==> config.mk <==
export PLATFORM = sky130hd
export DESIGN_NAME = crp_ctrl
export DESIGN_NICKNAME = d
export VERILOG_FILES = /design/src/design/crp_pkg.sv /design/src/design/crp_ctrl.sv
export SDC_FILE = /design/constraint.sdc
export NUM_CORES = 1
export LEC_CHECK = 0
export BUFFER_PORTS_ARGS = -buffer_cell sky130_fd_sc_hd__buf_2
export CAP_MARGIN = 20
export CORE_ASPECT_RATIO = 0.8
export CORE_MARGIN = 2
export CORE_UTILIZATION = 45
export CTS_BUF_LIST = sky130_fd_sc_hd__clkbuf_16
export CTS_CLUSTER_SIZE = 8
export DETAILED_ROUTE_END_ITERATION = 8
export GPL_TIMING_DRIVEN = 0
export PLACE_DENSITY = 0.69
export SYNTH_ARGS = -nofsm -noshare
export SYNTH_HDL_FRONTEND = slang
export SYNTH_SLANG_ARGS = --single-unit
==> constraint.sdc <==
create_clock -name i_clk -period 2.3 [get_ports i_clk]
set_clock_uncertainty 0.15 [all_clocks]
set_input_delay 0.115 -clock i_clk [delete_from_list [all_inputs] [get_ports i_clk]]
set_output_delay 0.115 -clock i_clk [all_outputs]
set_load 0.03 [all_outputs]
==> src/design/crp_pkg.sv <==
// Shared types and constants for the Catmull-Rom path interpolator.
// Used by the controller, the datapath and the top level; no dependencies.
`default_nettype none

package crp_pkg;

    localparam int COORD_WIDTH_DEF = 32;
    localparam int MAX_STEPS_DEF   = 31;
    localparam int STEP_W          = 5;

    localparam logic [STEP_W-1:0] STEPS_RESET = STEP_W'(8);

    typedef enum logic [1:0] {
        KIND_FIRST,
        KIND_MID,
        KIND_LAST,
        KIND_LIN
    } t_kind;

    typedef struct packed {
        logic              load;
        logic              setup1;
        logic              setup2;
        logic              setup3;
        logic              div_start;
        logic              emit_sample;
        logic              emit_point;
        logic              run_end;
        t_kind             kind;
        logic [STEP_W-1:0] n;
    } t_dp_cmd;

    typedef struct packed {
        logic div_busy;
    } t_dp_status;

endpackage

`default_nettype wire

==> src/design/crp_ctrl.sv <==
// Controller of the path interpolator: input and output handshakes, step
// register, waypoint count and segment sequencing. Depends on crp_pkg.
`default_nettype none

module crp_ctrl #(
    parameter int MAX_STEPS = crp_pkg::MAX_STEPS_DEF
) (
    input  wire logic                          i_clk,
    input  wire logic                          i_rst_n,
    input  wire logic                          i_in_valid,
    input  wire logic                          i_path_end,
    output logic                               o_in_stall,
    output logic                               o_out_valid,
    input  wire logic                          i_out_stall,
    input  wire logic                          i_cfg_valid,
    input  wire logic [crp_pkg::STEP_W-1:0]    i_cfg_data,
    output logic                               o_cfg_ready,
    output crp_pkg::t_dp_cmd                   o_cmd,
    input  wire crp_pkg::t_dp_status           i_status
);

    localparam int SW = crp_pkg::STEP_W;
    localparam logic [SW-1:0] STEPS_MAX = SW'(MAX_STEPS);

    typedef enum logic [2:0] {
        ST_IDLE,
        ST_SETUP1,
        ST_SETUP2,
        ST_SETUP3,
        ST_DIV_GO,
        ST_DIV_WAIT,
        ST_POINT
    } t_state;

    t_state           r_state, n_state;
    logic [SW-1:0]    r_steps, n_steps;
    logic [1:0]       r_seen, n_seen;
    crp_pkg::t_kind   r_kind, n_kind;
    logic             r_last, n_last;
    logic [SW-1:0]    r_n, n_n;
    logic [SW-1:0]    r_j, n_j;
    logic             r_out_valid, n_out_valid;
    logic             out_free;
    logic [SW-1:0]    steps_eff;
    logic [SW-1:0]    j_last;

    always_comb begin
        if (r_steps == '0) begin
            steps_eff = SW'(1);
        end else if (r_steps > STEPS_MAX) begin
            steps_eff = STEPS_MAX;
        end else begin
            steps_eff = r_steps;
        end
    end

    assign out_free = !r_out_valid || !i_out_stall;
    assign j_last   = (r_kind == crp_pkg::KIND_LIN) ? r_n : r_n - 1'b1;

    always_comb begin
        n_state     = r_state;
        n_steps     = r_steps;
        n_seen      = r_seen;
        n_kind      = r_kind;
        n_last      = r_last;
        n_n         = r_n;
        n_j         = r_j;
        n_out_valid = r_out_valid;
        o_cmd       = '0;
        o_cmd.kind  = r_kind;
        o_cmd.n     = r_n;

        if (i_cfg_valid) begin
            n_steps = i_cfg_data;
        end
        if (r_out_valid && !i_out_stall) begin
            n_out_valid = 1'b0;
        end

        unique case (r_state)
            ST_IDLE: begin
                if (i_in_valid) begin
                    o_cmd.load = 1'b1;
                    n_last     = i_path_end;
                    n_n        = steps_eff;
                    if (i_path_end) begin
                        n_seen = 2'd0;
                    end else if (r_seen != 2'd3) begin
                        n_seen = r_seen + 2'd1;
                    end
                    if (r_seen >= 2'd2) begin
                        n_kind  = (r_seen == 2'd2) ? crp_pkg::KIND_FIRST : crp_pkg::KIND_MID;
                        n_state = ST_SETUP1;
                    end else if (i_path_end && r_seen == 2'd1) begin
                        n_kind  = crp_pkg::KIND_LIN;
                        n_state = ST_SETUP1;
                    end else if (i_path_end) begin
                        n_state = ST_POINT;
                    end
                end
            end
            ST_SETUP1: begin
                o_cmd.setup1 = 1'b1;
                n_j          = '0;
                n_state      = ST_SETUP2;
            end
            ST_SETUP2: begin
                o_cmd.setup2 = 1'b1;
                n_state      = ST_SETUP3;
            end
            ST_SETUP3: begin
                o_cmd.setup3 = 1'b1;
                n_state      = ST_DIV_GO;
            end
            ST_DIV_GO: begin
                o_cmd.div_start = 1'b1;
                n_state         = ST_DIV_WAIT;
            end
            ST_DIV_WAIT: begin
                if (!i_status.div_busy && out_free) begin
                    o_cmd.emit_sample = 1'b1;
                    n_out_valid       = 1'b1;
                    if (r_j == j_last) begin
                        unique case (r_kind) inside
                            crp_pkg::KIND_FIRST, crp_pkg::KIND_MID: begin
                                o_cmd.run_end = !r_last;
                                if (r_last) begin
                                    n_kind  = crp_pkg::KIND_LAST;
                                    n_state = ST_SETUP1;
                                end else begin
                                    n_state = ST_IDLE;
                                end
                            end
                            crp_pkg::KIND_LAST: begin
                                n_state = ST_POINT;
                            end
                            crp_pkg::KIND_LIN: begin
                                o_cmd.run_end = 1'b1;
                                n_state       = ST_IDLE;
                            end
                        endcase
                    end else begin
                        n_j     = r_j + 1'b1;
                        n_state = ST_DIV_GO;
                    end
                end
            end
            ST_POINT: begin
                if (out_free) begin
                    o_cmd.emit_point = 1'b1;
                    o_cmd.run_end    = 1'b1;
                    n_out_valid      = 1'b1;
                    n_state          = ST_IDLE;
                end
            end
        endcase
    end

    always_ff @(posedge i_clk) begin
        if (!i_rst_n) begin
            r_state     <= ST_IDLE;
            r_steps     <= crp_pkg::STEPS_RESET;
            r_seen      <= 2'd0;
            r_kind      <= crp_pkg::KIND_FIRST;
            r_last      <= 1'b0;
            r_n         <= SW'(1);
            r_j         <= '0;
            r_out_valid <= 1'b0;
        end else begin
            r_state     <= n_state;
            r_steps     <= n_steps;
            r_seen      <= n_seen;
            r_kind      <= n_kind;
            r_last      <= n_last;
            r_n         <= n_n;
            r_j         <= n_j;
            r_out_valid <= n_out_valid;
        end
    end

    assign o_in_stall  = (r_state != ST_IDLE);
    assign o_out_valid = r_out_valid;
    assign o_cfg_ready = 1'b1;

endmodule

`default_nettype wire

==> metrics.log, run 1 <==
[metrics] die width: 71.14 um
[metrics] most frequently used cell type in the post-synthesis netlist: dfxtp_1
[metrics] Req. time, crit path: 2.04 ns
[metrics] clock input transition at the sequential cells of the worst setup and hold paths: about 0.06 ns
[metrics] Worst VDD drop: 572.1 uV
[metrics] number of placement rows: 19
[metrics] Hold Fails Final Rpt: 0
[metrics] weighted congestion reported at the end of routability-driven placement: 0.7988
[metrics] Netlist cell types: 55
[metrics] final standard cell utilization of the core: 62.65%
[metrics] unrepaired setup endpoints after global routing: yes
[metrics] vias in the first global route: 1346
[metrics] floorplan core area: 0.003447 sq mm
[metrics] antenna fix cells: 0
[metrics] number of nets still failing antenna checks after routing: 0
[metrics] Synth Instances: 197
[metrics] synthesized flop and latch total: 24
[metrics] areal power density over the cells: approximately 1000 mW/mm^2
[metrics] insertion delay of the later-clocked pin in the worst-skew pair: 0.26 ns
[metrics] final routed wire length divided by cell count: around 15 um
[metrics] clock period minus final worst setup slack: 2.516 ns
[metrics] cells taking the most area after synthesis: dfxtp_1, nand2_1, ha_1
[metrics] number of vias after detailed routing: 1595
[metrics] half-perimeter wire length after placement: 2784 um
[metrics] number of nets at the end of the flow: 260
[metrics] Initial Util: a little under half
[metrics] CTS tree: done
[metrics] Placed Cells incl. Taps: 265
[metrics] overflow left after global routing: 0
[metrics] summed instance area of the synthesized netlist: 0.001623 sq mm
[metrics] count of flip-flops with a built-in enable after synthesis: 0
[metrics] post-route DRC violation count: 0
[metrics] number of antenna violations at the first check in global routing: 0
[metrics] most area-hungry cell type in the Yosys netlist: dfxtp_1
[metrics] worst hold path class: in -> reg
[metrics] number of DRC markers in iteration 0: 77
[metrics] Yosys warnings: 0
[metrics] setup slack after placement: -0.1850 ns
[metrics] peak fanout along the critical path: 2
[metrics] Longest Clk Path Bufs: 2
[metrics] top-area cell type share of the netlist area: 29.61%
[metrics] # setup viols final: 6
[metrics] share of the yosys chip area belonging to registers: 29.61%
[metrics] cell types with the highest counts after synthesis: dfxtp_1, nand2_1, nor2_1, a21oi_1, nor2b_1
[metrics] average vias per placed instance: between 5 and 6
[metrics] CTS Root Cell: clkbuf_16
[metrics] maximum number of pins on one net before global-route repair: 14
[metrics] Avg Cell Area, Syn: ~8 sq um
[metrics] violations in the final reports: setup timing
[metrics] floorplan die area: 0.004105 sq mm
[metrics] max-capacitance violation count: 0
[metrics] Critical Path Source Type: flip-flop
[metrics] global-route wire length before repair: ~6400 um
[metrics] max-slew violations: 0
[metrics] Post-synth top flop: dfxtp_1
[metrics] CP endpoint kind: output port
[metrics] CTS buffer count: 3
[metrics] smallest setup slack after layout: -0.2162 ns
[metrics] Setup CP Type: reg -> out
[metrics] period utilisation layout: 109.4%
[metrics] fraction of synthesis flops using an asynchronous set or reset pin: 0%
[metrics] I/O pin cnt: 30
[metrics] router iterations before antenna repair: 4
[metrics] post-synthesis to final-layout area growth: 33.08%
[metrics] leakage power summed over all cells: 0.0008979 uW
[metrics] number of sinks handled by clock tree synthesis: 24
[metrics] Max Clk Rate: approximately 400 MHz
[metrics] overall global routing resource usage: 19.41%
[metrics] layout cells sized above 1: between 20 and 30%
[metrics] H-tree level count: 1
[metrics] Die Y-Extent: between 50 and 60 um
[metrics] worst path arrival time: 2.25 ns
[metrics] Synthesized Nets: 215
[metrics] final routed wirelength across all metal layers: 4140 um
[metrics] outcome: complete, but fails checks
[metrics] Non-Filler Instances: between 200 and 300
[metrics] buffers added on ports: 26
==> flip-flops by register name, summed over array words and instances (netlist names) <==
signal       cells
r_kind           2
o_out_valid      1
r_steps          5
r_n              5
r_last           1
r_j              5
r_seen           2
r_state          3
==> what timing repair did <==
| action | CTS | global route |
|---|---|---|
| hold buffers | 5 | 0 |
| resized for setup | 5 | 27 |
| pin swaps | 5 | 11 |
| endpoints found under the hold margin | 5 | 0 |
| setup buffers | 4 | 5 |
| endpoints found under the setup margin | 4 | 14 |
==> final timing paths <==
check,startpoint,to,slack (ns),cells after the start
min reg2reg,r_last,r_last,0.31,2
max reg2reg,r_n[1],r_state[0],-0.18,10
min,i_path_end,r_last,0.02,3
max,r_n[1],o_cmd[7],-0.22,9
==> through the flow <==
step	TNS (ns)	power (uW)	area, sq um	hold WS [ns]
6_report	-0.6966	2261	2160	0.02430
3_5_place_dp	-0.4075	1594	1822	0.1838
3_3_place_gp	-0.3966	1584	1822	0.1807
2_1_floorplan	-0.04770	1354	1639	0.09356
4_1_cts	-0.6368	2043	1998	0.01119
5_1_grt	-1.106	2400	2160	0.03623
==> logic make-up after synthesis <==
group	count (synthesis)	share of synthesized area (%)
AO/OA/AOI/OAI	57	26.06
adder cells (fa/ha/maj)	6	4.626
other	1	0.2311
buffers and inverters	23	6.553
flip-flops	24	29.61
AND/OR/NAND/NOR	74	25.21
XOR/XNOR	7	4.626
multiplexers	5	3.084
==> worst max-delay path: stages (launching register included) <==
cell and delay (ns):
dfxtp_4 0.35, inv_2 0.04, ha_4 0.22, a21boi_4 0.13, or3b_4 0.38, a21bo_1 0.20
nand4b_4 0.19, nor4b_4 0.22, or2_4 0.15, buf_6 0.12
==> cells in the final DEF (no fill, tap or decap), drive strengths merged, types with 2 or more instances in the layout <==
cell type | Yosys | routed
and2 | 3 | 3
dfxtp | 24 | 24
ha | 6 | 6
dlygate4sd3 | 0 | 5
and3 | 4 | 4
o221a | 2 | 2
nor2b | 11 | 11
nor4b | 2 | 2
nor4 | 3 | 3
nand3 | 4 | 4
a21boi | 9 | 9
nor3 | 2 | 2
inv | 10 | 10
o21ai | 10 | 10
a21oi | 11 | 11
mux2i | 5 | 5
nand2 | 22 | 22
a211oi | 2 | 2
buf | 4 | 39
a31oi | 6 | 6
nand2b | 2 | 2
a41o | 2 | 2
clkbuf | 9 | 12
nor2 | 12 | 12
xnor2 | 5 | 5
nand4b | 2 | 2
a21o | 2 | 2
==> report_power, final <==
| group | internal, uW | switching, uW |
|---|---|---|
| registers | 481 | 56.6 |
| clock network | 233 | 158 |
| logic | 520 | 813 |
| total | 1230 | 1030 |
==> final cells by class <==
| class | count | area, sq um |
|---|---|---|
| buffer | 13 | 72.57 |
| clock buffer | 3 | 75.07 |
| clock inverter | 1 | 3.754 |
| fill | 306 | 1287 |
| inverter | 10 | 37.54 |
| multi-input combinational | 150 | 1166 |
| sequential | 24 | 490.5 |
| tap | 42 | 52.55 |
| timing repair buffer | 40 | 261.5 |
==> layer usage <==
layer | track usage (%) | wire length, um
met4 | 3.235 | 31
met3 | 4.348 | 210
met5 | 0 | 0
met2 | 28.57 | 1903
met1 | 29.45 | 1994
No activity file was read; power rests on OpenSTA's default activity.
==> run 2: changes to the inputs <==
PLACE_DENSITY = 0.67   (was 0.69)
clock period = 2.5 ns   (was 2.3 ns; I/O delays follow)
==> metrics.log, run 2 (synthesis results as in run 1) <==
[metrics] Initial Util: 47.08%
[metrics] half-perimeter wire length after placement: between 2000 and 3000 um
[metrics] CTS tree: done
[metrics] violations in the final reports: setup timing
[metrics] most common library cell in the layout ignoring fill and taps: buf_2
[metrics] # setup viols final: 1
[metrics] multi-input logic area: 0.001095 sq mm
[metrics] antenna fix cells: 0
[metrics] Max Clk Rate: 386.2 MHz
[metrics] Power, Total: 2030 uW
[metrics] number of vias after detailed routing: 1557
[metrics] number of fillers in the final layout: 302
[metrics] Longest Clk Path Bufs: 2
[metrics] register cell area after layout: 488.0 sq um
[metrics] Critical Path Source Type: flip-flop
[metrics] met2 Resource Use GR: approximately a third
[metrics] number of nets at the end of the flow: 256
[metrics] placed cell area: between 0.0015 and 0.002 sq mm
[metrics] overall global routing resource usage: 20.36%
[metrics] H-tree level count: 1
[metrics] insertion delay of the later-clocked pin in the worst-skew pair: 0.26 ns
[metrics] global-route wire length before repair: about 6700 um
[metrics] CTS Root Cell: clkbuf_16
[metrics] final design instance area without fill: roughly 0.0021 sq mm
[metrics] post-synthesis to final-layout area growth: 27.91%
[metrics] number of nets still failing antenna checks after routing: 0
[metrics] leakage power summed over all cells: 0.0008660 uW
[metrics] I/O pin cnt: 30
[metrics] clock period minus final worst setup slack: 2.589 ns
[metrics] overflow left after global routing: 0
[metrics] unrepaired setup endpoints after global routing: yes
[metrics] Worst VDD drop: ~440 uV
[metrics] vias in the first global route: 1433
[metrics] clock input transition at the sequential cells of the worst setup and hold paths: roughly 0.060 ns
[metrics] outcome: complete, but fails checks
[metrics] buffers added on ports: 26
[metrics] setup slack after placement: -0.1080 ns
[metrics] met1 GRT Util: around 29%
[metrics] weighted congestion reported at the end of routability-driven placement: 0.7877
[metrics] period utilisation layout: 103.6%
[metrics] max_slew headroom: 66.62%
[metrics] number of sinks handled by clock tree synthesis: 24
[metrics] floorplan core area: 0.003447 sq mm
[metrics] CTS buffer count: 3
[metrics] Hold Fails Final Rpt: 0
[metrics] post-route DRC violation count: 0
[metrics] floorplan die area: about 0.004 sq mm
[metrics] met3 global-route usage: roughly 4.5%
[metrics] final routed wirelength across all metal layers: 3931 um
[metrics] Setup CP Type: reg -> out
[metrics] start point of the critical path: r_n[0]
[metrics] router iterations before antenna repair: 4
[metrics] layout cells sized above 1: 23.63%
[metrics] number of placement rows: 19
[metrics] registers with the most flip-flops: r_j (5), r_n (5), r_steps (5)
[metrics] origin of the worst min-delay path: i_path_end
[metrics] CP endpoint kind: output port
[metrics] final hold slack: 0.02448 ns
[metrics] maximum number of pins on one net before global-route repair: 15
[metrics] actual slew at the worst max-slew pin: 0.4969 ns
[metrics] worst path arrival time: 2.31 ns
[metrics] final routed wire length divided by cell count: 14.09 um
[metrics] max-capacitance violation count: 0
[metrics] die width: 71.14 um
[metrics] areal power density over the cells: approximately 1000 mW/mm^2
[metrics] worst hold path class: in -> reg
[metrics] peak fanout along the critical path: 2
[metrics] Die Y-Extent: between 50 and 60 um
[metrics] Req. time, crit path: between 2 and 2.5 ns
[metrics] busiest metal layer after global routing: met2
[metrics] max-slew violations: 0
[metrics] average vias per placed instance: 5.581
[metrics] smallest setup slack after layout: -0.08923 ns
[metrics] commonest cells after routing, fill and taps aside: buf_2, nand2_1, dfxtp_1, nor2_1, a21oi_1
[metrics] number of antenna violations at the first check in global routing: 0
[metrics] launching point of the worst reg2reg path: r_n[0]
[metrics] number of DRC markers in iteration 0: 66
## run 2: through the flow
stage               setup TNS, ns  instances  utilization, %
floorplan                       0        197               -
global placement          -0.1343        265           52.45
detailed placement        -0.1080        265           52.45
CTS                      -0.09077        279           59.27
global route              -0.2648        279           60.22
finish                   -0.08923        279           60.22
## run 2: power breakdown
group          switching [uW]  internal [uW]
sequential               52.4            443
clock                     144            319
combinational             670            402
total                     867           1160
## run 2: layout make-up
class | instances | share of cell area (%)
buffer | 13 | 3.315
clock buffer | 3 | 3.617
clock inverter | 1 | 1.447
inverter | 10 | 2.049
multi-input combinational | 150 | 52.74
sequential | 24 | 23.51
tap | 42 | 2.532
timing repair buffer | 36 | 10.79
## run 2: per-layer routing
layer  vias to the layer above  wire, um
met3                         7       238
met2                        49      1750
met5                         -         0
met1                       714      1897
met4                         0        45
li1                        787         -
## run 2: path summary, 6_finish.rpt
kind / endpoint / slack (ns) / cells after the start
max: o_cmd[7] / -0.09 / 9
min reg2reg: r_last / 0.30 / 2
min: r_last / 0.02 / 3
max reg2reg: r_state[1] / 0.01 / 9
## run 2: critical path, cell delays in order, from the launching register on
cell	delay, ns
dfxtp_4	0.36
inv_4	0.04
ha_4	0.22
a21boi_4	0.14
or3b_4	0.38
a21bo_1	0.18
nand4b_4	0.19
nor4b_4	0.29
or2_1	0.15
buf_6	0.12
## run 2: timing repair
action                                  4_1_cts  5_1_grt
gates resized for setup                      11        6
endpoints found under the setup margin        1        4
endpoints found under the hold margin         5        0
hold buffers                                  5        0
pin swaps                                     5        5
setup buffers                                 5        0
==> run 3: changes to the inputs <==
BUFFER_PORTS_ARGS = not set   (was -buffer_cell sky130_fd_sc_hd__buf_2)
DONT_BUFFER_PORTS = 1   (was not set)
PLACE_DENSITY = 0.6   (was 0.67)
==> metrics.log, run 3 (synthesis results as in run 1) <==
[metrics] CTS Root Cell: clkbuf_16
[metrics] max_slew headroom: between 30% and 40%
[metrics] CP endpoint kind: output port
[metrics] final standard cell utilization of the core: 58.22%
[metrics] clock period minus final worst setup slack: 2.596 ns
[metrics] weighted congestion reported at the end of routability-driven placement: 0.8277
[metrics] max-capacitance violation count: 0
[metrics] post-synthesis to final-layout area growth: 23.67%
[metrics] overflow left after global routing: 0
[metrics] max-slew violations: 0
[metrics] # setup viols final: 3
[metrics] vias in the first global route: about 1500
[metrics] number of DRC markers in iteration 0: slightly above 90
[metrics] Hold Fails Final Rpt: 0
[metrics] number of antenna violations at the first check in global routing: 0
[metrics] setup slack, reg-to-reg: -0.03 ns
[metrics] H-tree level count: 1
[metrics] Setup CP Type: reg -> out
[metrics] actual slew at the worst max-slew pin: 0.9625 ns
[metrics] leakage power summed over all cells: 0.0007559 uW
[metrics] worst path arrival time: 2.32 ns
[metrics] number of placement rows: 19
[metrics] Worst VDD drop: 342.4 uV
[metrics] Die Y-Extent: 57.71 um
[metrics] Longest Clk Path Bufs: 2
[metrics] Setup Total Neg Slack: -0.2096 ns
[metrics] Req. time, crit path: between 2 and 2.5 ns
[metrics] antenna fix cells: 0
[metrics] floorplan die area: 0.004105 sq mm
[metrics] commonest cells after routing, fill and taps aside: nand2_1, dfxtp_1, nor2_1, a21oi_1, nor2b_1
[metrics] I/O pin cnt: 30
[metrics] Max Clk Rate: 385.2 MHz
[metrics] worst hold path class: in -> reg
[metrics] number of nets at the end of the flow: 233
[metrics] number of sinks handled by clock tree synthesis: 24
[metrics] post-route DRC violation count: 0
[metrics] peak fanout along the critical path: 5
[metrics] layout cells sized above 1: 17.84%
[metrics] final routed wirelength across all metal layers: between 4000 and 5000 um
[metrics] outcome: complete, but fails checks
[metrics] violations in the final reports: setup timing
[metrics] smallest setup slack after layout: -0.09603 ns
[metrics] CTS tree: done
[metrics] Initial Util: a little under half
[metrics] overall global routing resource usage: 21.46%
[metrics] maximum number of pins on one net before global-route repair: 13
[metrics] multi-input logic area: 0.001155 sq mm
[metrics] half-perimeter wire length after placement: 3032 um
[metrics] Critical Path Source Type: flip-flop
[metrics] final hold slack: ~0.017 ns
[metrics] areal power density over the cells: 987.1 mW/mm^2
[metrics] average vias per placed instance: between 6 and 7
[metrics] number of vias after detailed routing: approximately 1500
[metrics] buffers added on ports: 0
[metrics] most common library cell in the layout ignoring fill and taps: nand2_1
[metrics] insertion delay of the later-clocked pin in the worst-skew pair: between 0.2 and 0.3 ns
[metrics] die width: 71.14 um
[metrics] period utilisation layout: 103.8%
[metrics] unrepaired setup endpoints after global routing: yes
[metrics] number of nets still failing antenna checks after routing: 0
[metrics] CTS buffer count: 3
[metrics] floorplan core area: 0.003447 sq mm
[metrics] register cell area after layout: 491.7 sq um
[metrics] global-route wire length before repair: 6996 um
[metrics] router iterations before antenna repair: 4
[metrics] number of fillers in the final layout: 306
[metrics] registers with the most flip-flops: r_j (5), r_n (5), r_steps (5)
[metrics] final routed wire length divided by cell count: roughly 17 um
[metrics] setup slack after placement: -0.1584 ns
[metrics] clock input transition at the sequential cells of the worst setup and hold paths: approximately 0.070 ns
-- run 3: changes by cell type in the layout (fill, tap and decap cells not counted), sizes merged --
cell,change
buf,-26
bufinv,-1
dlygate4sd3,+3
-- run 3: timing repair --
action | in CTS | in global routing
resized for setup | 7 | 22
cloned | 0 | 0
pin swaps | 4 | 7
hold buffers | 8 | 0
buffers inserted | 2 | 3
endpoints found under the setup margin | 7 | 11
endpoints found under the hold margin | 9 | 0
-- run 3: cell type report --
cell class	instances	area share, %
Timing Repair Buffer	13	6.047
Sequential cell	24	24.50
Buffer	13	3.429
Inverter	10	2.120
Multi-Input combinational cell	150	57.54
Clock buffer	3	3.741
Tap cell	42	2.618
-- run 3: path summary, 6_finish.rpt --
kind,startpoint,end,depth (start not counted)
max,r_n[1],o_cmd[7],8
min,i_path_end,r_seen[1],3
max reg2reg,r_n[1],r_state[0],9
min reg2reg,r_last,r_last,2
-- run 3: worst max-delay path, cell delays in order (launching register included) --
cell and delay, ns:
dfxtp_4 0.45, inv_4 0.05, ha_4 0.23, a21boi_4 0.13, or3b_4 0.37, a21bo_1 0.20, nand4b_4 0.19, nor4b_4 0.22
or2_4 0.21
-- run 3: report_power, final --
part           internal, uW  switching, uW  total, uW
registers               444            100        544
logic                   405            677       1080
clock network           212            143        355
-- run 3: layer usage --
| metal | global-route usage, % | wire length, um | share of wire (%) | vias to the layer above |
|---|---|---|---|---|
| met5 | 0 | 0 | 0 | - |
| met4 | 8.356 | 135 | 3.1 | 0 |
| met3 | 5.217 | 252 | 5.7 | 15 |
| met2 | 37.04 | 2074 | 47 | 44 |
| met1 | 25.94 | 1933 | 44 | 742 |
| li1 | - | - | - | 732 |
-- run 3: per-stage QoR --
stage | std cells | total power [uW] | area [sq um]
2_1_floorplan | 197 | 1237 | 1625
3_3_place_gp | 239 | 1376 | 1678
3_5_place_dp | 239 | 1403 | 1678
4_1_cts | 252 | 1814 | 1864
5_1_grt | 255 | 2098 | 2007
6_report | 255 | 1981 | 2007
